`config.mk`:
```
export PLATFORM = sky130hd
export DESIGN_NAME = artdmx_packet_parser_top_flat
export DESIGN_NICKNAME = d
export VERILOG_FILES = /design/src/hw/rtl/artdmx_pkg.sv /design/src/hw/rtl/artdmx_in_if.sv /design/src/hw/rtl/artdmx_out_if.sv /design/src/hw/rtl/artdmx_packet_parser_top.sv /design/src/flat_wrapper.sv
export VERILOG_INCLUDE_DIRS = /design/src /design/src/hw/rtl
export SDC_FILE = /design/constraint.sdc
export NUM_CORES = 1
export LEC_CHECK = 0
export BUFFER_PORTS_ARGS = -buffer_cell sky130_fd_sc_hd__clkbuf_2
export CORE_UTILIZATION = 61
export CTS_CLUSTER_SIZE = 30
export DETAILED_ROUTE_END_ITERATION = 16
export PLACE_DENSITY = 0.76
export SYNTH_ARGS = -nofsm -noshare
export SYNTH_HDL_FRONTEND = slang
export SYNTH_SLANG_ARGS = --single-unit
```
`constraint.sdc`:
```
create_clock -name clk -period 8.82 [get_ports clk]
set_input_delay 1.764 -clock clk [delete_from_list [all_inputs] [get_ports clk]]
set_output_delay 1.764 -clock clk [all_outputs]
set_load 0.02 [all_outputs]
```
`src/hw/rtl/artdmx_packet_parser_top_macros.svh`:
```
// ----------------------------------------------------------------------------
// ArtDmx parser assertion macros
// Concurrent assertion wrappers, empty for synthesis.
// ----------------------------------------------------------------------------
`ifndef ARTDMX_PACKET_PARSER_TOP_MACROS_SVH
`define ARTDMX_PACKET_PARSER_TOP_MACROS_SVH

`ifndef SYNTHESIS
`define ADM_ASSERT(label, clk, rst_n, prop, msg) \
  label: assert property (@(posedge clk) disable iff (!rst_n) prop) else $error(msg);
`define ADM_NEVER(label, clk, rst_n, cond, msg) \
  label: assert property (@(posedge clk) disable iff (!rst_n) !(cond)) else $error(msg);
`else
`define ADM_ASSERT(label, clk, rst_n, prop, msg)
`define ADM_NEVER(label, clk, rst_n, cond, msg)
`endif

`endif

```
`src/hw/rtl/artdmx_pkg.sv`:
```
// ----------------------------------------------------------------------------
// ArtDmx parser package
// Widths, header offsets, signature table, codes and the result type.
// ----------------------------------------------------------------------------
`timescale 1ns / 1ps

package artdmx_pkg;

  localparam int DMX_SLOTS    = 512;
  localparam int HEADER_BYTES = 18;
  localparam int BUFFER_BYTES = 530;

  localparam int POS_W    = 10;
  localparam int INDEX_W  = 9;
  localparam int COUNT_W  = 10;
  localparam int OPC_W    = 16;
  localparam int UNI_W    = 16;
  localparam int LEN_W    = 16;
  localparam int CFG_IDX_W  = 1;
  localparam int CFG_DATA_W = 16;

  localparam int OFS_SIG_END = 8;
  localparam int OFS_OPC_LO  = 8;
  localparam int OFS_OPC_HI  = 9;
  localparam int OFS_SEQ     = 12;
  localparam int OFS_PHYS    = 13;
  localparam int OFS_UNI_LO  = 14;
  localparam int OFS_UNI_HI  = 15;
  localparam int OFS_LEN_HI  = 16;
  localparam int OFS_LEN_LO  = 17;

  localparam logic [7:0] SIG_BYTES [8] = '{
    8'h41, 8'h72, 8'h74, 8'h2D, 8'h4E, 8'h65, 8'h74, 8'h00
  };

  localparam logic [OPC_W-1:0] DMX_OPCODE_RST  = 16'h5000;
  localparam logic [OPC_W-1:0] POLL_OPCODE_RST = 16'h2000;

  typedef enum logic [CFG_IDX_W-1:0] {
    REG_DMX_OPCODE  = 1'b0,
    REG_POLL_OPCODE = 1'b1
  } cfg_reg_t;

  typedef enum logic [1:0] {
    STAT_DMX    = 2'd0,
    STAT_POLL   = 2'd1,
    STAT_REJECT = 2'd2
  } status_t;

  localparam logic KIND_SLOT    = 1'b0;
  localparam logic KIND_SUMMARY = 1'b1;

  typedef struct packed {
    logic               result_kind;
    logic [7:0]         slot_value;
    logic [INDEX_W-1:0] slot_index;
    logic [1:0]         packet_status;
    logic [7:0]         sequence_number;
    logic [7:0]         physical_port;
    logic [UNI_W-1:0]   universe_address;
    logic [COUNT_W-1:0] slot_count;
    logic               run_end;
  } result_t;

endpackage

```
`src/hw/rtl/artdmx_in_if.sv`:
```
// ----------------------------------------------------------------------------
// ArtDmx payload byte channel
// Valid/ready channel carrying one UDP payload byte and its last marker.
// ----------------------------------------------------------------------------
`timescale 1ns / 1ps

interface artdmx_in_if;
  logic       valid;
  logic       ready;
  logic [7:0] payload_byte;
  logic       last_byte;

  modport source (output valid, output payload_byte, output last_byte, input ready);
  modport sink   (input valid, input payload_byte, input last_byte, output ready);
endinterface

```
`src/hw/rtl/artdmx_out_if.sv`:
```
// ----------------------------------------------------------------------------
// ArtDmx result channel
// Valid/ready channel carrying slot bytes and end-of-packet summaries.
// ----------------------------------------------------------------------------
`timescale 1ns / 1ps

interface artdmx_out_if;
  logic                             valid;
  logic                             ready;
  logic                             result_kind;
  logic [7:0]                       slot_value;
  logic [artdmx_pkg::INDEX_W-1:0]   slot_index;
  logic [1:0]                       packet_status;
  logic [7:0]                       sequence_number;
  logic [7:0]                       physical_port;
  logic [artdmx_pkg::UNI_W-1:0]     universe_address;
  logic [artdmx_pkg::COUNT_W-1:0]   slot_count;
  logic                             run_end;

  modport source (
    output valid, output result_kind, output slot_value, output slot_index,
    output packet_status, output sequence_number, output physical_port,
    output universe_address, output slot_count, output run_end, input ready
  );
  modport sink (
    input valid, input result_kind, input slot_value, input slot_index,
    input packet_status, input sequence_number, input physical_port,
    input universe_address, input slot_count, input run_end, output ready
  );
endinterface

```
`src/hw/rtl/artdmx_packet_parser_top.sv`:
```
// ----------------------------------------------------------------------------
// ArtDmx packet parser
// Parses an Art-Net payload byte stream, emits DMX slots and a summary.
// ----------------------------------------------------------------------------
// Usage:
//   in_ch carries one UDP payload byte per beat, last_byte on the final one.
//   out_ch carries results: a slot beat (value and index) for each DMX data
//   byte within the declared count, and one summary beat per packet (status,
//   sequence, physical, universe, slot count). run_end marks the last
//   result of an input beat.
//   cfg_we/cfg_index/cfg_wdata write the ArtDmx and ArtPoll opcodes; write
//   only while the parser is idle.
//   Path: a byte enters an input register, is parsed combinationally from
//   it, and its results go into the result queue that drives out_ch.
//   Throughput: one byte per cycle while the result queue has room. A final
//   byte that also carries a slot yields two result beats and is taken only
//   when the two-entry result queue can hold both.
//   Reset: opcodes return to 0x5000/0x2000, the parser rearms at offset 0,
//   the input register and the result queue empty. When out_ch stalls, the
//   queue fills and in_ch.ready drops; nothing is lost.
// ----------------------------------------------------------------------------
`timescale 1ns / 1ps
`include "artdmx_packet_parser_top_macros.svh"

module artdmx_packet_parser_top (
  input  logic                              clk,
  input  logic                              rst_n,
  artdmx_in_if.sink                         in_ch,
  artdmx_out_if.source                      out_ch,
  input  logic                              cfg_we,
  input  logic [artdmx_pkg::CFG_IDX_W-1:0]  cfg_index,
  input  logic [artdmx_pkg::CFG_DATA_W-1:0] cfg_wdata
);
  import artdmx_pkg::*;

  localparam logic [POS_W-1:0] POS_HDR = POS_W'(HEADER_BYTES);
  localparam logic [POS_W-1:0] POS_BUF = POS_W'(BUFFER_BYTES);

  logic [OPC_W-1:0] dmx_opc_r, poll_opc_r;

  logic             in_v_r;
  logic [7:0]       in_byte_r;
  logic             in_last_r;

  logic [POS_W-1:0]   pos_r, pos_nxt;
  logic               sig_r, sig_nxt;
  logic [OPC_W-1:0]   opc_r, opc_nxt;
  logic [7:0]         seq_r, seq_nxt;
  logic [7:0]         phys_r, phys_nxt;
  logic [UNI_W-1:0]   uni_r, uni_nxt;
  logic [LEN_W-1:0]   len_r, len_nxt;
  logic [COUNT_W-1:0] sent_r, sent_nxt;

  logic               sig_u;
  logic [OPC_W-1:0]   opc_u;
  logic [7:0]         seq_u, phys_u;
  logic [UNI_W-1:0]   uni_u;
  logic [LEN_W-1:0]   len_u;
  logic [COUNT_W-1:0] sent_u;

  logic [POS_W-1:0] slot;
  logic             is_dmx, emit;
  logic [1:0]       need, rc;
  logic             pop, adv;
  result_t          slot_res, sum_res, e0, e1;

  result_t    q_r [2];
  result_t    q_nxt [2];
  logic [1:0] cnt_r, cnt_nxt;

  // configuration
  always_ff @(posedge clk) begin
    if (!rst_n) begin
      dmx_opc_r  <= DMX_OPCODE_RST;
      poll_opc_r <= POLL_OPCODE_RST;
    end else if (cfg_we) begin
      unique case (cfg_reg_t'(cfg_index))
        REG_DMX_OPCODE:  dmx_opc_r  <= cfg_wdata;
        REG_POLL_OPCODE: poll_opc_r <= cfg_wdata;
        default: ;
      endcase
    end
  end

  // input register
  assign pop         = out_ch.valid && out_ch.ready;
  assign rc          = cnt_r - {1'b0, pop};
  assign adv         = in_v_r && (({1'b0, rc} + {1'b0, need}) <= 3'd2);
  assign in_ch.ready = !in_v_r || adv;

  always_ff @(posedge clk) begin
    if (!rst_n) begin
      in_v_r <= 1'b0;
    end else if (in_ch.ready) begin
      in_v_r <= in_ch.valid;
    end
  end

  always_ff @(posedge clk) begin
    if (in_ch.valid && in_ch.ready) begin
      in_byte_r <= in_ch.payload_byte;
      in_last_r <= in_ch.last_byte;
    end
  end

  // parse
  always_comb begin
    sig_u  = sig_r;
    opc_u  = opc_r;
    seq_u  = seq_r;
    phys_u = phys_r;
    uni_u  = uni_r;
    len_u  = len_r;

    slot   = pos_r - POS_HDR;
    is_dmx = sig_r && (opc_r != poll_opc_r) && (opc_r == dmx_opc_r);
    emit   = 1'b0;

    if (pos_r < POS_W'(OFS_SIG_END)) begin
      if (in_byte_r != SIG_BYTES[pos_r[2:0]]) sig_u = 1'b0;
    end else if (pos_r == POS_W'(OFS_OPC_LO)) begin
      opc_u = {opc_r[15:8], in_byte_r};
    end else if (pos_r == POS_W'(OFS_OPC_HI)) begin
      opc_u = {in_byte_r, opc_r[7:0]};
    end else if (pos_r == POS_W'(OFS_SEQ)) begin
      seq_u = in_byte_r;
    end else if (pos_r == POS_W'(OFS_PHYS)) begin
      phys_u = in_byte_r;
    end else if (pos_r == POS_W'(OFS_UNI_LO)) begin
      uni_u = {uni_r[15:8], in_byte_r};
    end else if (pos_r == POS_W'(OFS_UNI_HI)) begin
      uni_u = {in_byte_r, uni_r[7:0]};
    end else if (pos_r == POS_W'(OFS_LEN_HI)) begin
      len_u = {in_byte_r, len_r[7:0]};
    end else if (pos_r == POS_W'(OFS_LEN_LO)) begin
      len_u = {len_r[15:8], in_byte_r};
    end else if (pos_r >= POS_HDR && pos_r < POS_BUF) begin
      emit = is_dmx && ({{(LEN_W-POS_W){1'b0}}, slot} < len_r) &&
             ({1'b0, slot} < (POS_W+1)'(DMX_SLOTS));
    end

    sent_u = emit ? sent_r + 1'b1 : sent_r;

    slot_res                  = '0;
    slot_res.result_kind      = KIND_SLOT;
    slot_res.slot_value       = in_byte_r;
    slot_res.slot_index       = slot[INDEX_W-1:0];
    slot_res.packet_status    = STAT_DMX;
    slot_res.run_end          = !in_last_r;

    sum_res                   = '0;
    sum_res.result_kind       = KIND_SUMMARY;
    sum_res.run_end           = 1'b1;
    if (pos_r < POS_W'(HEADER_BYTES - 1) || !sig_u) begin
      sum_res.packet_status = STAT_REJECT;
    end else if (opc_u == poll_opc_r) begin
      sum_res.packet_status = STAT_POLL;
    end else if (opc_u == dmx_opc_r) begin
      sum_res.packet_status    = STAT_DMX;
      sum_res.sequence_number  = seq_u;
      sum_res.physical_port    = phys_u;
      sum_res.universe_address = uni_u;
      sum_res.slot_count       = sent_u;
    end else begin
      sum_res.packet_status = STAT_REJECT;
    end

    need = {1'b0, emit} + {1'b0, in_last_r};
    e0   = emit ? slot_res : sum_res;
    e1   = sum_res;

    if (in_last_r) begin
      pos_nxt  = '0;
      sig_nxt  = 1'b1;
      opc_nxt  = '0;
      seq_nxt  = '0;
      phys_nxt = '0;
      uni_nxt  = '0;
      len_nxt  = '0;
      sent_nxt = '0;
    end else begin
      pos_nxt  = (pos_r < POS_BUF) ? pos_r + 1'b1 : pos_r;
      sig_nxt  = sig_u;
      opc_nxt  = opc_u;
      seq_nxt  = seq_u;
      phys_nxt = phys_u;
      uni_nxt  = uni_u;
      len_nxt  = len_u;
      sent_nxt = sent_u;
    end
  end

  always_ff @(posedge clk) begin
    if (!rst_n) begin
      pos_r  <= '0;
      sig_r  <= 1'b1;
      opc_r  <= '0;
      seq_r  <= '0;
      phys_r <= '0;
      uni_r  <= '0;
      len_r  <= '0;
      sent_r <= '0;
    end else if (adv) begin
      pos_r  <= pos_nxt;
      sig_r  <= sig_nxt;
      opc_r  <= opc_nxt;
      seq_r  <= seq_nxt;
      phys_r <= phys_nxt;
      uni_r  <= uni_nxt;
      len_r  <= len_nxt;
      sent_r <= sent_nxt;
    end
  end

  // result queue, head at entry 0
  always_comb begin
    q_nxt[0] = q_r[0];
    q_nxt[1] = q_r[1];
    cnt_nxt  = rc;
    if (pop) q_nxt[0] = q_r[1];
    if (adv) begin
      cnt_nxt = rc + need;
      if (rc == 2'd0) begin
        q_nxt[0] = e0;
        q_nxt[1] = e1;
      end else if (rc == 2'd1) begin
        q_nxt[1] = e0;
      end
    end
  end

  always_ff @(posedge clk) begin
    if (!rst_n) begin
      cnt_r <= '0;
    end else begin
      cnt_r <= cnt_nxt;
    end
  end

  always_ff @(posedge clk) begin
    q_r[0] <= q_nxt[0];
    q_r[1] <= q_nxt[1];
  end

  assign out_ch.valid            = (cnt_r != 2'd0);
  assign out_ch.result_kind      = q_r[0].result_kind;
  assign out_ch.slot_value       = q_r[0].slot_value;
  assign out_ch.slot_index       = q_r[0].slot_index;
  assign out_ch.packet_status    = q_r[0].packet_status;
  assign out_ch.sequence_number  = q_r[0].sequence_number;
  assign out_ch.physical_port    = q_r[0].physical_port;
  assign out_ch.universe_address = q_r[0].universe_address;
  assign out_ch.slot_count       = q_r[0].slot_count;
  assign out_ch.run_end          = q_r[0].run_end;

  `ADM_NEVER(a_queue_overflow, clk, rst_n, cnt_r > 2'd2, "result queue overflow")
  `ADM_ASSERT(a_rearm_after_last, clk, rst_n, adv && in_last_r |=> pos_r == '0, "no rearm")
  `ADM_NEVER(a_pos_saturates, clk, rst_n, pos_r > POS_BUF, "byte position overrun")
  `ADM_NEVER(a_slots_bounded, clk, rst_n, sent_r > COUNT_W'(DMX_SLOTS), "slot count overrun")
  `ADM_ASSERT(a_two_need_room, clk, rst_n, adv && need == 2'd2 |=> cnt_r == 2'd2, "lost result")

endmodule

```
`src/flat_wrapper.sv`:
```
// flat-port wrapper written by rule: the top's interface ports become plain ports
module artdmx_packet_parser_top_flat import artdmx_pkg::*;
  (clk, rst_n, cfg_we, cfg_index, cfg_wdata, in_ch_valid, in_ch_payload_byte, in_ch_last_byte, in_ch_ready, out_ch_valid, out_ch_result_kind, out_ch_slot_value, out_ch_slot_index, out_ch_packet_status, out_ch_sequence_number, out_ch_physical_port, out_ch_universe_address, out_ch_slot_count, out_ch_run_end, out_ch_ready);
  artdmx_in_if in_ch_i ();
  artdmx_out_if out_ch_i ();
  input  logic clk;
  input  logic rst_n;
  input  logic cfg_we;
  input  logic [artdmx_pkg::CFG_IDX_W-1:0] cfg_index;
  input  logic [artdmx_pkg::CFG_DATA_W-1:0] cfg_wdata;
  input wire logic [$bits(in_ch_i.valid)-1:0] in_ch_valid;
  input wire logic [$bits(in_ch_i.payload_byte)-1:0] in_ch_payload_byte;
  input wire logic [$bits(in_ch_i.last_byte)-1:0] in_ch_last_byte;
  output wire logic [$bits(in_ch_i.ready)-1:0] in_ch_ready;
  output wire logic [$bits(out_ch_i.valid)-1:0] out_ch_valid;
  output wire logic [$bits(out_ch_i.result_kind)-1:0] out_ch_result_kind;
  output wire logic [$bits(out_ch_i.slot_value)-1:0] out_ch_slot_value;
  output wire logic [$bits(out_ch_i.slot_index)-1:0] out_ch_slot_index;
  output wire logic [$bits(out_ch_i.packet_status)-1:0] out_ch_packet_status;
  output wire logic [$bits(out_ch_i.sequence_number)-1:0] out_ch_sequence_number;
  output wire logic [$bits(out_ch_i.physical_port)-1:0] out_ch_physical_port;
  output wire logic [$bits(out_ch_i.universe_address)-1:0] out_ch_universe_address;
  output wire logic [$bits(out_ch_i.slot_count)-1:0] out_ch_slot_count;
  output wire logic [$bits(out_ch_i.run_end)-1:0] out_ch_run_end;
  input wire logic [$bits(out_ch_i.ready)-1:0] out_ch_ready;
  assign in_ch_i.valid = in_ch_valid;
  assign in_ch_i.payload_byte = in_ch_payload_byte;
  assign in_ch_i.last_byte = in_ch_last_byte;
  assign in_ch_ready = in_ch_i.ready;
  assign out_ch_valid = out_ch_i.valid;
  assign out_ch_result_kind = out_ch_i.result_kind;
  assign out_ch_slot_value = out_ch_i.slot_value;
  assign out_ch_slot_index = out_ch_i.slot_index;
  assign out_ch_packet_status = out_ch_i.packet_status;
  assign out_ch_sequence_number = out_ch_i.sequence_number;
  assign out_ch_physical_port = out_ch_i.physical_port;
  assign out_ch_universe_address = out_ch_i.universe_address;
  assign out_ch_slot_count = out_ch_i.slot_count;
  assign out_ch_run_end = out_ch_i.run_end;
  assign out_ch_i.ready = out_ch_ready;
  artdmx_packet_parser_top u_core (.clk(clk), .rst_n(rst_n), .in_ch(in_ch_i), .out_ch(out_ch_i), .cfg_we(cfg_we), .cfg_index(cfg_index), .cfg_wdata(cfg_wdata));
endmodule
```
Word-level counts from Yosys, hierarchy flattened
Memories as Yosys holds them, arrays and structs flattened.
Cells that the tools add are included.
Word-level totals
  bits in registers: 129
  RAM bits: 126
  memory bits (read-only): 64
  input bits: 31
  output and inout port bits: 65
  memories: 2
Memories
  u_core.q_r: words 2, bits a word 63, read ports 2, clocked after memory_dff 0, write ports 2, line artdmx_packet_parser_top.sv:67  | result_t q_r [2];
  (name not given): words 8, bits a word 8, read ports 1, clocked after memory_dff 0, write ports 0, line artdmx_packet_parser_top.sv:120  | if (in_byte_r != SIG_BYTES[pos_r[2:0]]) sig_u = 1'b0;
Operators by class
  add/subtract/negate cells: 7
  $lt $le $gt $ge: 8
  eq/ne operators: 22
  multiplexer cells: 65
  bitwise gates (word level): 2
  reductions and logical operators: 23
Operators by type and width (count)
  $mux 16: 21
  $mux 63: 5
  $mux 126: 1
  $mux 42: 3
  $mux 8: 14
  $eq 10x4->1 const B: 6
  $eq 16x16->1: 3
  $mux 10: 4
  $add 10x1->10 const B: 2
  $eq 10x5->1 const B: 2
  $lt 10x10->1 const B: 2
  $lt 10x16->1: 1
  $ne 16x16->1: 1
  $ne 2x1->1 const B: 8
  $mux 1: 13
  $ge 10x5->1 const B: 1
  $lt 10x4->1 const B: 1
  $lt 10x5->1 const B: 1
  $reduce_and 10->1: 1
  $sub 10x5->10 const B: 1
  $reduce_and 9->1: 1
  $logic_and 1x1->1: 8
  $mux 2: 4
  $ne 8x8->1: 1
  other kinds (14): 22

Logic depth before layout (Yosys ltp)
Gate-level depths: netlist (run 1).
  depth in word-level cells: 23
  mapped depth: 28

Least setup slack after synthesis (run 1)
Ideal clock, no wire load.
  path type: reg2reg
  from: reg, netlist name u_core.pos_r[5]
  to: mem u_core.q_r[0][100] in the netlist's numbering, enable pin
  arrival time: 7.428 ns
  slack: 0.907 ns
  stages on the path, launching flop included: 23
  path buffers: 8
  clock period less this slack: 7.913 ns
  cells stage by stage: dfxtp_1 > buf_6 > or3_1 > buf_2 > buf_2 > nor3_1 > xor2_1 > ha_1 > a21oi_1 > and3b_1 > nor4_1 > nor4bb_1 > buf_2 > buf_2 > buf_2 > ha_1 > ha_1 > fa_1 > a21oi_1 > nand2_1 > clkbuf_1 > clkbuf_1 > nor2_1
RTL lines (line)
  end: declaration: artdmx_packet_parser_top.sv:67

Final worst setup path (run 1)
  from: reg u_core.pos_r[2]
  to: out in_ch_ready
Between the ends
  longest elaborated chain between the ends: 19
  elaborated cells on any way between the ends: 32
  those cells by class: add/sub (3); order compare (6); eq/ne (8); mux (10); reduce/logical (5)
Ends and longest elaborated chain
  start: declaration: line artdmx_packet_parser_top.sv:45  | logic [POS_W-1:0] pos_r, pos_nxt;
  start signal: assignment: line artdmx_packet_parser_top.sv:204  | pos_r <= pos_nxt;
  $sub 10x5->10: line artdmx_packet_parser_top.sv:115  | slot = pos_r - POS_HDR;
  $lt 10x16->1: line artdmx_packet_parser_top.sv:138  | emit = is_dmx && ({{(LEN_W-POS_W){1'b0}}, slot} < len_r) &&
  $logic_and 1x1->1 (2 in series): line artdmx_packet_parser_top.sv:138
  $mux 1: line artdmx_packet_parser_top.sv:137  | end else if (pos_r >= POS_HDR && pos_r < POS_BUF) begin
  $mux 1: line artdmx_packet_parser_top.sv:135  | end else if (pos_r == POS_W'(OFS_LEN_LO)) begin
  $mux 1: line artdmx_packet_parser_top.sv:133  | end else if (pos_r == POS_W'(OFS_LEN_HI)) begin
  $mux 1: line artdmx_packet_parser_top.sv:131  | end else if (pos_r == POS_W'(OFS_UNI_HI)) begin
  $mux 1: line artdmx_packet_parser_top.sv:129  | end else if (pos_r == POS_W'(OFS_UNI_LO)) begin
  [... 2 more ...]
  $mux 1: line artdmx_packet_parser_top.sv:123  | end else if (pos_r == POS_W'(OFS_OPC_HI)) begin
  $mux 1: line artdmx_packet_parser_top.sv:121  | end else if (pos_r == POS_W'(OFS_OPC_LO)) begin
  $mux 1 *: line artdmx_packet_parser_top.sv:119  | if (pos_r < POS_W'(OFS_SIG_END)) begin
  $add 1x1->2 *: line artdmx_packet_parser_top.sv:168  | need = {1'b0, emit} + {1'b0, in_last_r};
  $add 2x2->3 *: line artdmx_packet_parser_top.sv:88  | assign adv = in_v_r && (({1'b0, rc} + {1'b0, need}) <= 3'd2);
  $le 3x2->1 *: line artdmx_packet_parser_top.sv:88
  $logic_and 1x1->1 *: line artdmx_packet_parser_top.sv:88
  $logic_or 1x1->1 *: line artdmx_packet_parser_top.sv:89  | assign in_ch.ready = !in_v_r || adv;
  end: declaration: line flat_wrapper.sv:14  | output wire logic [$bits(in_ch_i.ready)-1:0] in_ch_ready;
Every way passes the cells marked *; elsewhere a longest branch is shown, timed or not.

==> results of run 1 <==
## worst register-to-register path: cells and delay by family, from the launching register on
family                     cells  cell delay, ns
adders and majority gates      4            1.36
buffers and inverters          3            1.11
AOI/OAI and AO/OA              2            0.33
and+or+nand+nor                8            2.83
DFF                            1            0.77
xor gates and xnor gates       1            0.17
## registers in the layout, summed over array words and instances, names as in the netlist
| signal | count |
|---|---|
| u_core.seq_r | 8 |
| u_core.dmx_opc_r | 16 |
| u_core.cnt_r | 2 |
| u_core.opc_r | 16 |
| u_core.pos_r | 10 |
| u_core.phys_r | 8 |
| u_core.sig_r | 1 |
| u_core.uni_r | 16 |
| u_core.sent_r | 10 |
| u_core.q_r | 126 |
| u_core.in_byte_r | 8 |
| u_core.in_last_r | 1 |
| u_core.in_v_r | 1 |
| u_core.poll_opc_r | 16 |
| u_core.len_r | 16 |
## per-layer routing
layer / up-vias / wire length (um) / global-route usage
met1: 5204 / 15300 / 0.424
met5: - / 0 / 0
met4: 0 / 1320 / 0.128
met2: 434 / 16600 / 0.496
li1: 5159 / - / -
met3: 96 / 2500 / 0.0491
## final cells by class
cell class,instances,area [um^2],area share
clock buffer,38,737,0.0509
clock inverter,12,134,0.00925
inverter,45,169,0.0117
multi-input combinational,987,6640,0.459
sequential,255,5830,0.403
tap,280,350,0.0242
timing repair buffer,112,616,0.0426
## synthesized netlist by cell type (5+ instances only)
| cell type | count | share of area |
|---|---|---|
| a211oi_1 | 8 | 0.0044 |
| nor3b_1 | 5 | 0.0028 |
| and2_1 | 9 | 0.0041 |
| ha_1 | 25 | 0.023 |
| edfxtp_1 | 72 | 0.16 |
| nand4_1 | 22 | 0.010 |
| nor2_1 | 102 | 0.028 |
| mux2i_1 | 88 | 0.065 |
| mux2_2 | 16 | 0.013 |
| nand3b_1 | 6 | 0.0033 |
| buf_6 | 10 | 0.0083 |
| inv_1 | 43 | 0.012 |
| nor3b_2 | 10 | 0.0092 |
| nand2_1 | 115 | 0.032 |
| o31ai_1 | 7 | 0.0039 |
| xnor2_1 | 48 | 0.031 |
| a22oi_1 | 49 | 0.027 |
| nand3_1 | 73 | 0.027 |
| a31oi_1 | 6 | 0.0028 |
| a21oi_1 | 57 | 0.021 |
| nor3_2 | 5 | 0.0037 |
| nor4_1 | 15 | 0.0069 |
| clkbuf_1 | 79 | 0.022 |
| nand2b_1 | 12 | 0.0055 |
| nor3_1 | 35 | 0.013 |
| dfxtp_1 | 183 | 0.27 |
| a211oi_2 | 5 | 0.0046 |
| o211ai_1 | 7 | 0.0039 |
| buf_4 | 64 | 0.035 |
| buf_2 | 17 | 0.0063 |
| o22ai_1 | 45 | 0.021 |
| or3_1 | 30 | 0.014 |
| xor2_1 | 19 | 0.012 |
| nor2b_1 | 21 | 0.0097 |
| o21ai_0 | 42 | 0.015 |
| and3_1 | 21 | 0.0097 |
## where the power goes
group / switching, mW / internal (mW)
clock network: 0.474 / 0.646
registers: 0.125 / 1.46
logic: 0.745 / 0.368
## placed cells by master (no fill, tap or decap), drive strengths merged, types with 12 or more instances in the layout
cell	instances
xnor2	48
clkbuf	133
a211oi	13
a21oi	57
mux2	16
nor3	41
nand2	115
inv	46
nor3b	15
nor2b	21
or3	30
nand2b	12
nand4	22
ha	25
nor4	17
edfxtp	72
nand3	73
xor2	19
buf	17
and3	21
mux2i	88
nor2	102
a22oi	49
dfxtp	183
o22ai	46
o21ai	46
## per-stage QoR
stage	setup slack [ns]	total power, mW	instance area, um^2
5_1_grt	0.961	4.00	14500
6_report	1.40	3.82	14500
3_5_place_dp	2.05	2.72	13600
2_1_floorplan	0.907	2.52	13600
4_1_cts	1.47	3.83	14500
3_3_place_gp	2.19	2.68	13600
## cells by family after synthesis
| kind of cell | after synthesis | share of synthesized area |
|---|---|---|
| adders and majority gates | 26 | 0.0245 |
| buffers and inverters | 218 | 0.0851 |
| xor gates and xnor gates | 67 | 0.0432 |
| AOI/OAI and AO/OA | 288 | 0.145 |
| muxes | 104 | 0.0781 |
| DFF | 255 | 0.429 |
| and+or+nand+nor | 502 | 0.195 |
## final timing paths
check | cells past startpoint | endpoint | start | slack (ns)
worst min register to register | 2 | u_core.len_r[11]$_SDFFE_PN0P_ | u_core.len_r[11]$_SDFFE_PN0P_ | 0.45
worst max register to register | 18 | u_core.q_r[0][109]$_SDFFCE_PP0P_ | u_core.pos_r[2]$_SDFFE_PN0P_ | 1.93
worst max-delay path | 17 | in_ch_ready | u_core.pos_r[2]$_SDFFE_PN0P_ | 1.40
worst min-delay path | 2 | u_core.len_r[11]$_SDFFE_PN0P_ | u_core.len_r[11]$_SDFFE_PN0P_ | 0.45
==> out/metrics.cfg, run 1 <==
[run_status]
status = finished, final reports clean

[die]
start_util = 0.622
die_y_um = 151
ios = 96
rows = 54
core_mm2 = 0.0218
dieArea_mm2 = 0.0229
die_w_um = 151

[clock_tree]
post_cts_resized = 0
clk_pin_slew_ns = 0.06
tritoncts = yes
cts_buffer_depth = 3
holdBufCountCts = 0
post_cts_buffers = 0
insertion_delay_ns = 0.55
cts_buffers = 27
h-tree-depth = 1
ctsRootBufferMaster = clkbuf_16
cts_num_sinks = 255

[final_layout]
diodes = 0
stdcell_count = 1729
drive_gt1_frac = 0.144
num-fill-cells = 1837
nets = 1485
fin_util = 0.663
synthToLayoutAreaGrowth_pct = 6.55

[power_and_ir_drop]
ir_worst_vdd_mv = 0.155
p_leak_nw = 5.43
power_density_mw_per_mm2 = 264

[critical_path]
path_max_fanout = 55
crit_buf_inv = 3
critPathLaunchType = flip-flop
end_kind = output port
cpMostUsedCell = ha_1
cpPeakStageDelay_ns = 0.77
crit_path_top_delay_cell = dfxtp_1
cp_cell_sequence = inv_1, ha_1, nand2b_1, and2_1, nor3_1, xor2_1, ha_1, a21oi_1, and3b_1, nor4_1, nor4bb_4, buf_4, ha_1, fa_1, a21oi_1, nand2b_1, clkbuf_2
cpLargestDelayFamily = simple AND/OR/NAND/NOR gates
required_ns = 7.06
cp.arrival_ns = 5.65
crit_type = flip-flop to output port

[timing]
finalCriticalPeriod_ns = 7.42
tightest_slew_ns = 1.23
setup_viol = 0
max_slew_margin = 0.177
skew_ns = 0.0227
rsz0062_at_grt = no
timing.hold.ws_ns = 0.451
setup_tns_ns = 0
fmax_ghz = 0.135
hold_viol = 0
slew_violations = 0
final.period_utilization = 0.841

[routing]
vias = 10900
ant_nets = 0
vias_per_cell = 6.30
wire_per_inst_um = 20.7
first_pass_iters = 5
routed_wl_um = 35800
drt_iter0_drc = 844
drc = 0

[synth]
synth-async-reset-ratio = 0
yosysWarningCount = 0
synthCells = 1460
synth.ff_latch_count = 255
synth_fp_nets = 1517
synth-edff-count = 72
ys_seq_area_frac = 0.429
synth_ff_type = dfxtp_1
synth_area_mm2 = 0.0136
synth.distinct_cells = 81
syn_area_per_cell_um2 = 9.30

[global_route]
grt-ovfl-total = 0
grt_pass1_wl_um = 55700
grt_max_degree = 107
grt_pass1_vias = 10100
antenna_found_initial = 1
grt_use_total = 0.313

[min_path]
hp-class = flip-flop to flip-flop

[placement]
routabilityCongestion = 0.988
place_hpwl_um = 23900
io_buffer_count = 95
place_inst = 1679

[run]
drv_cap = 0

(Power assumes the default switching activity.)
==> inputs of run 2 (changes only) <==
CORE_UTILIZATION = 55   (was 61)
PLACE_DENSITY = 0.73   (was 0.76)
clock period = 6.1 ns   (was 8.82 ns; I/O delays follow)
==> run 2 against run 1 <==
  * Hold slack hardly changed
  * Core utilization is 5.6 points lower
  * Non-clock buffer count is 19 higher
  * Worst setup slack worse by 1.2 ns
  * Power is 46% higher
  * Cell count is 3.6% higher
  * Sequential power is 45% higher
  * Combinational power is 50% higher
  * Sequential share of layout area is 0.67 points lower
  * Routed wire length is 2.8% higher
  * Critical path type unchanged
  * Critical endpoint unchanged
==> out/metrics.cfg, run 2 (synthesized netlist as in run 1, its figures left out) <==
[final_layout]
layout_commonest_cell = dfxtp_1
top_register = u_core.q_r
synthToLayoutAreaGrowth_pct = 8.42
nets = 1504  ; +1.3%
multi_input_area_mm2 = 0.00668  ; +0.64%
stdcell_count = 1792  ; +3.6%
regArea_mm2 = 0.00583  ; about the same
fin_util = 0.607  ; -0.0558
num-fill-cells = 2107  ; +15%
final_cell_mix = dfxtp_1 (182), nand2_1 (114), nor2_1 (100)
largest_reg_flops = 126  ; unchanged
drive_gt1_frac = 0.165  ; +0.0206
diodes = 0  ; unchanged

[clock_tree]
ctsRootBufferMaster = clkbuf_16
tritoncts = yes
h-tree-depth = 1  ; unchanged
insertion_delay_ns = 0.55  ; about the same
cts_buffer_depth = 3  ; unchanged
holdBufCountCts = 0  ; unchanged
clk_pin_slew_ns = 0.06  ; about the same
cts_buffers = 27  ; unchanged
cts_num_sinks = 255  ; unchanged

[die]
ios = 96  ; unchanged
die_w_um = 159  ; +5.2%
core_mm2 = 0.0242  ; +11%
rows = 57  ; +5.6%
die_y_um = 159  ; +5.2%
dieArea_mm2 = 0.0253  ; +11%
start_util = 0.560  ; -0.0622

[power_and_ir_drop]
ir_worst_vdd_mv = 0.398  ; +160%
p_leak_nw = 5.57  ; +2.6%
fin_total_pwr_mw = 5.56  ; +46%
power_density_mw_per_mm2 = 378  ; +43%

[critical_path]
critPathLaunchType = flip-flop
cp.arrival_ns = 4.66  ; -0.99 ns
end_kind = output port
required_ns = 4.88  ; -2.18 ns
path_max_fanout = 11  ; -80%
crit_type = flip-flop to output port

[routing]
vias_per_cell = 6.15  ; -2.3%
drc = 0  ; unchanged
ant_nets = 0  ; unchanged
drt_iter0_drc = 982  ; +16%
wire_per_inst_um = 20.5  ; -0.81%
first_pass_iters = 8  ; +3
routed_wl_um = 36800  ; +2.8%
vias = 11000  ; +1.2%

[timing]
setup_tns_ns = 0  ; unchanged
finalCriticalPeriod_ns = 5.88
slew_violations = 0  ; unchanged
max_slew_margin = 0.211  ; +0.0342
tightest_slew_ns = 1.18  ; -0.0513 ns
fmax_ghz = 0.170
setup_viol = 0  ; unchanged
final.period_utilization = 0.965
hold_viol = 0  ; unchanged
skew_ns = 0.0172  ; -0.00546 ns
timing.hold.ws_ns = 0.451  ; -0.000115 ns

[min_path]
hp-class = flip-flop to flip-flop

[placement]
io_buffer_count = 95  ; unchanged
routabilityCongestion = 0.971  ; -1.7%
place_hpwl_um = 25000  ; +4.9%
place_inst = 1740  ; +3.6%

[run]
drv_cap = 0  ; unchanged

[global_route]
grt_pass1_vias = 10300  ; +2.1%
grt_pass1_wl_um = 57600  ; +3.4%
grt-ovfl-total = 0  ; unchanged
grt_use_total = 0.285  ; -0.0274
grt_max_degree = 64  ; -40%
antenna_found_initial = 0  ; -1

[run_status]
status = finished, final reports clean

run 2: changes by cell type in the layout (fill, tap and decap cells not counted), moves of 2 or more:
cell        previous run  this run
inv_4                  0         2
buf_4                 16        34
clkbuf_1               9         4
clkinv_1               3         1
clkinv_2               4         8
clkinvlp_4             2         0
clkbuf_8               2         7
inv_2                  1         3
inv_1                 43        41
bufinv_16              2         0
run 2: critical path, cell delays in order, from the launching register on:
cell      delay (ns)
dfxtp_4         0.39
inv_2           0.14
ha_1            0.23
nand2b_1        0.09
and2_1          0.19
nor3_1          0.18
xnor2_1         0.17
inv_1           0.08
ha_1            0.31
a21oi_1         0.13
o21ai_0         0.11
a41oi_2         0.22
nor2_1          0.11
nor4bb_4        0.31
ha_1            0.27
ha_1            0.20
fa_1            0.48
a21oi_2         0.18
nand2b_4        0.16
clkbuf_2        0.17
run 2: what timing repair did:
action / 4_1_cts / 5_1_grt
resized for setup: 2 / 7
setup endpoints to repair: 1 / 1
pin swaps: 1 / 0
hold endpoints to repair: 0 / 0
setup buffers: 0 / 2
run 2: layout make-up:
| cell class | count | area share |
|---|---|---|
| Sequential cell | 255 | 0.396 |
| Inverter | 45 | 0.0115 |
| Timing Repair Buffer | 131 | 0.0524 |
| Tap cell | 324 | 0.0275 |
| Clock inverter | 12 | 0.00552 |
| Clock buffer | 38 | 0.0535 |
| Multi-Input combinational cell | 987 | 0.454 |
run 2: final timing paths:
path | startpoint | end | slack [ns] | depth (start not counted)
hold / removal | u_core.len_r[2]$_SDFFE_PN0P_ | u_core.len_r[2]$_SDFFE_PN0P_ | 0.45 | 2
hold reg to reg | u_core.len_r[2]$_SDFFE_PN0P_ | u_core.len_r[2]$_SDFFE_PN0P_ | 0.45 | 2
setup / recovery | u_core.pos_r[1]$_SDFFE_PN0P_ | in_ch_ready | 0.22 | 19
setup reg to reg | u_core.pos_r[1]$_SDFFE_PN0P_ | u_core.phys_r[1]$_SDFFE_PN0N_ | 0.88 | 21
run 2: per-stage QoR:
step	area, um^2	worst slack [ns]
finish	14700	0.215
global route	14700	-0.00236
CTS	14700	0.0201
detailed placement	13800	0.364
global placement	13800	0.533
floorplan	13600	0.0347
run 2: where the power goes:
part           internal [mW]  switching, mW  total (mW)
Clock                  0.905          0.690        1.60
Combinational          0.581           1.09        1.67
Sequential              2.11          0.180        2.29
Total                   3.59           1.96        5.56
run 2: layer usage:
| metal | GRT usage | share of wire | up-vias |
|---|---|---|---|
| met1 | 0.391 | 0.44 | 5280 |
| met4 | 0.106 | 0.034 | 0 |
| met5 | 0 | 0 | - |
| met3 | 0.0529 | 0.076 | 80 |
| met2 | 0.448 | 0.45 | 461 |
| li1 | - | - | 5204 |
==> inputs of run 3 (changes only) <==
PLACE_DENSITY = 0.77   (was 0.73)
==> run 3 against run 2 <==
  * Cell count is 0.73% lower
  * Clock skew is 0.0079 ns lower
  * Combinational power is 2% lower
  * Hold slack hardly changed
  * Clock power hardly changed
  * Die area stayed put
  * Largest power group unchanged
  * Highest routed layer unchanged
==> out/metrics.cfg, run 3 (synthesized netlist as in run 1, its figures left out) <==
[routing]
vias_per_cell = 6.18  ; +0.41%
vias = 11000  ; -0.32%
first_pass_iters = 6  ; -2
ant_nets = 0  ; unchanged
wire_per_inst_um = 19.8  ; -3.2%
drt_iter0_drc = 949  ; -3.4%
drc = 0  ; unchanged
routed_wl_um = 35300  ; -3.9%

[final_layout]
largest_reg_flops = 126  ; unchanged
num-fill-cells = 2092  ; -0.71%
top_register = u_core.q_r
stdcell_count = 1779  ; -0.73%
regArea_mm2 = 0.00583  ; about the same
final_cell_mix = dfxtp_1 (181), nand2_1 (114), nor2_1 (100)
stdcell_area_mm2 = 0.0146  ; -0.74%
drive_gt1_frac = 0.153  ; -0.0116
layout_commonest_cell = dfxtp_1
synthToLayoutAreaGrowth_pct = 7.62
nets = 1492  ; -0.80%
multi_input_area_mm2 = 0.00668  ; about the same
diodes = 0  ; unchanged

[timing]
skew_ns = 0.00928  ; -0.00793 ns
slew_violations = 0  ; unchanged
tightest_slew_ns = 1.21  ; +0.0310 ns
setup_tns_ns = 0  ; unchanged
hold_viol = 0  ; unchanged
max_slew_margin = 0.191  ; -0.0207
fmax_ghz = 0.172  ; +1.4%
setup_viol = 0  ; unchanged
final.period_utilization = 0.951  ; -0.0135
worst_slack_ns = 0.297  ; +0.0821 ns
finalCriticalPeriod_ns = 5.80  ; -0.0821 ns

[min_path]
min_from = u_core.len_r[8]$_SDFFE_PN0P_
hp-class = flip-flop to flip-flop

[power_and_ir_drop]
clkPwrFrac = 0.287  ; about the same
swShare = 0.350  ; -0.00352
power_switching_mw = 1.93  ; -1.7%
p_comb_frac = 0.295  ; -0.006
fin_total_pwr_mw = 5.52  ; -0.75%
ir_worst_vdd_mv = 0.396  ; -0.51%
p_int_mw = 3.59  ; -0.21%
p_seq_frac = 0.418  ; +0.006
power_density_mw_per_mm2 = 378  ; about the same
p_leak_nw = 5.47  ; -1.8%

[global_route]
grt_pass1_vias = 10300  ; -0.32%
grt_pass1_wl_um = 56200  ; -2.5%
antenna_found_initial = 0  ; unchanged
grt_max_degree = 100  ; +56%
grt_use_total = 0.275  ; -0.0101
grt-ovfl-total = 0  ; unchanged

[placement]
place_inst = 1729  ; -0.63%
post_dp_cell_area_mm2 = 0.0137  ; -0.75%
place_hpwl_um = 23600  ; -5.6%
routabilityCongestion = 0.975  ; +0.38%
dp_slack_ns = 0.395  ; +0.0315 ns
io_buffer_count = 95  ; unchanged

[clock_tree]
holdBufCountCts = 0  ; unchanged
cts_buffers = 26  ; -3.7%
h-tree-depth = 1  ; unchanged
insertion_delay_ns = 0.54  ; about the same
cts_buffer_depth = 3  ; unchanged
ctsRootBufferMaster = clkbuf_16
cts_num_sinks = 255  ; unchanged
tritoncts = yes
clk_pin_slew_ns = 0.07  ; about the same

[critical_path]
cp.arrival_ns = 4.58  ; -0.08 ns
cpPeakStageDelay_ns = 0.48  ; about the same
crit_type = flip-flop to output port
rr_startpoint = u_core.pos_r[1]$_SDFFE_PN0P_
cp-startpoint = u_core.pos_r[1]$_SDFFE_PN0P_
cpMostUsedCell = ha_1
end_kind = output port
crit_path_top_delay_cell = fa_1
path_max_fanout = 11  ; unchanged
cp_cell_sequence = inv_1, ha_2, nand2b_1, and2_1, nor3_2, xor2_1, ha_1, a21oi_1, and3b_1, nor4_4, nor4bb_4, ha_1, ha_1, fa_1, a21oi_2, nand2b_4, clkbuf_2
critPathLaunchType = flip-flop
required_ns = 4.88  ; about the same

[die]
rows = 57  ; unchanged
dieArea_mm2 = 0.0253  ; unchanged
start_util = 0.560  ; unchanged
die_y_um = 159  ; unchanged
die_w_um = 159  ; unchanged
core_mm2 = 0.0242  ; unchanged
ios = 96  ; unchanged

[run]
drv_cap = 0  ; unchanged

[run_status]
status = finished, final reports clean

run 3: critical path, delay by kind of cell (launching register included):
kind | cells | cell delay [ns]
XOR/XNOR | 1 | 0.17
flip-flops | 1 | 0.39
adder cells (fa/ha/maj) | 5 | 1.42
AND/OR/NAND/NOR | 7 | 1.49
AO/OA/AOI/OAI | 2 | 0.31
buffers and inverters | 2 | 0.26
run 3: cell type report:
type                    count  share of cell area
clock buffers              38              0.0526
clock inverters            10             0.00557
inverters                  45              0.0116
multi-input cells         987               0.457
flip-flops and latches    255               0.399
well taps                 324              0.0277
repair buffers            120              0.0462
run 3: timing repair:
action / 4_1_cts / 5_1_grt
pin swaps: 0 / 1
buffers inserted: 0 / 2
resized for setup: 3 / 9
setup endpoints to repair: 1 / 1
run 3: power by group through the flow:
stage / combinational [mW] / sequential (mW) / clock [mW]
after global placement: 1.57 / 2.33 / 0
after floorplan: 1.39 / 2.26 / 0
after global routing: 1.77 / 2.34 / 1.67
final: 1.63 / 2.31 / 1.58
after CTS: 1.61 / 2.31 / 1.61
after detailed placement: 1.60 / 2.34 / 0
run 3: metrics by stage:
stage               utilization  hold WS (ns)
global placement          0.565         0.434
CTS                       0.600         0.448
finish                    0.603         0.451
detailed placement        0.565         0.440
floorplan                     -         0.427
global route              0.603         0.461
run 3: path summary, 6_finish.rpt:
check / cells after the start / slack (ns) / end
hold reg to reg: 2 / 0.45 / u_core.len_r[8]$_SDFFE_PN0P_
setup reg to reg: 19 / 0.76 / u_core.sent_r[1]$_SDFFE_PN0N_
hold / removal: 2 / 0.45 / u_core.len_r[8]$_SDFFE_PN0P_
setup / recovery: 17 / 0.30 / in_ch_ready
run 3: layer usage:
layer,share of wire,GRT usage,up-vias
li1,-,-,5175
met2,0.44,0.423,508
met4,0.033,0.103,0
met5,0,0,-
met1,0.44,0.393,5215
met3,0.085,0.0375,92
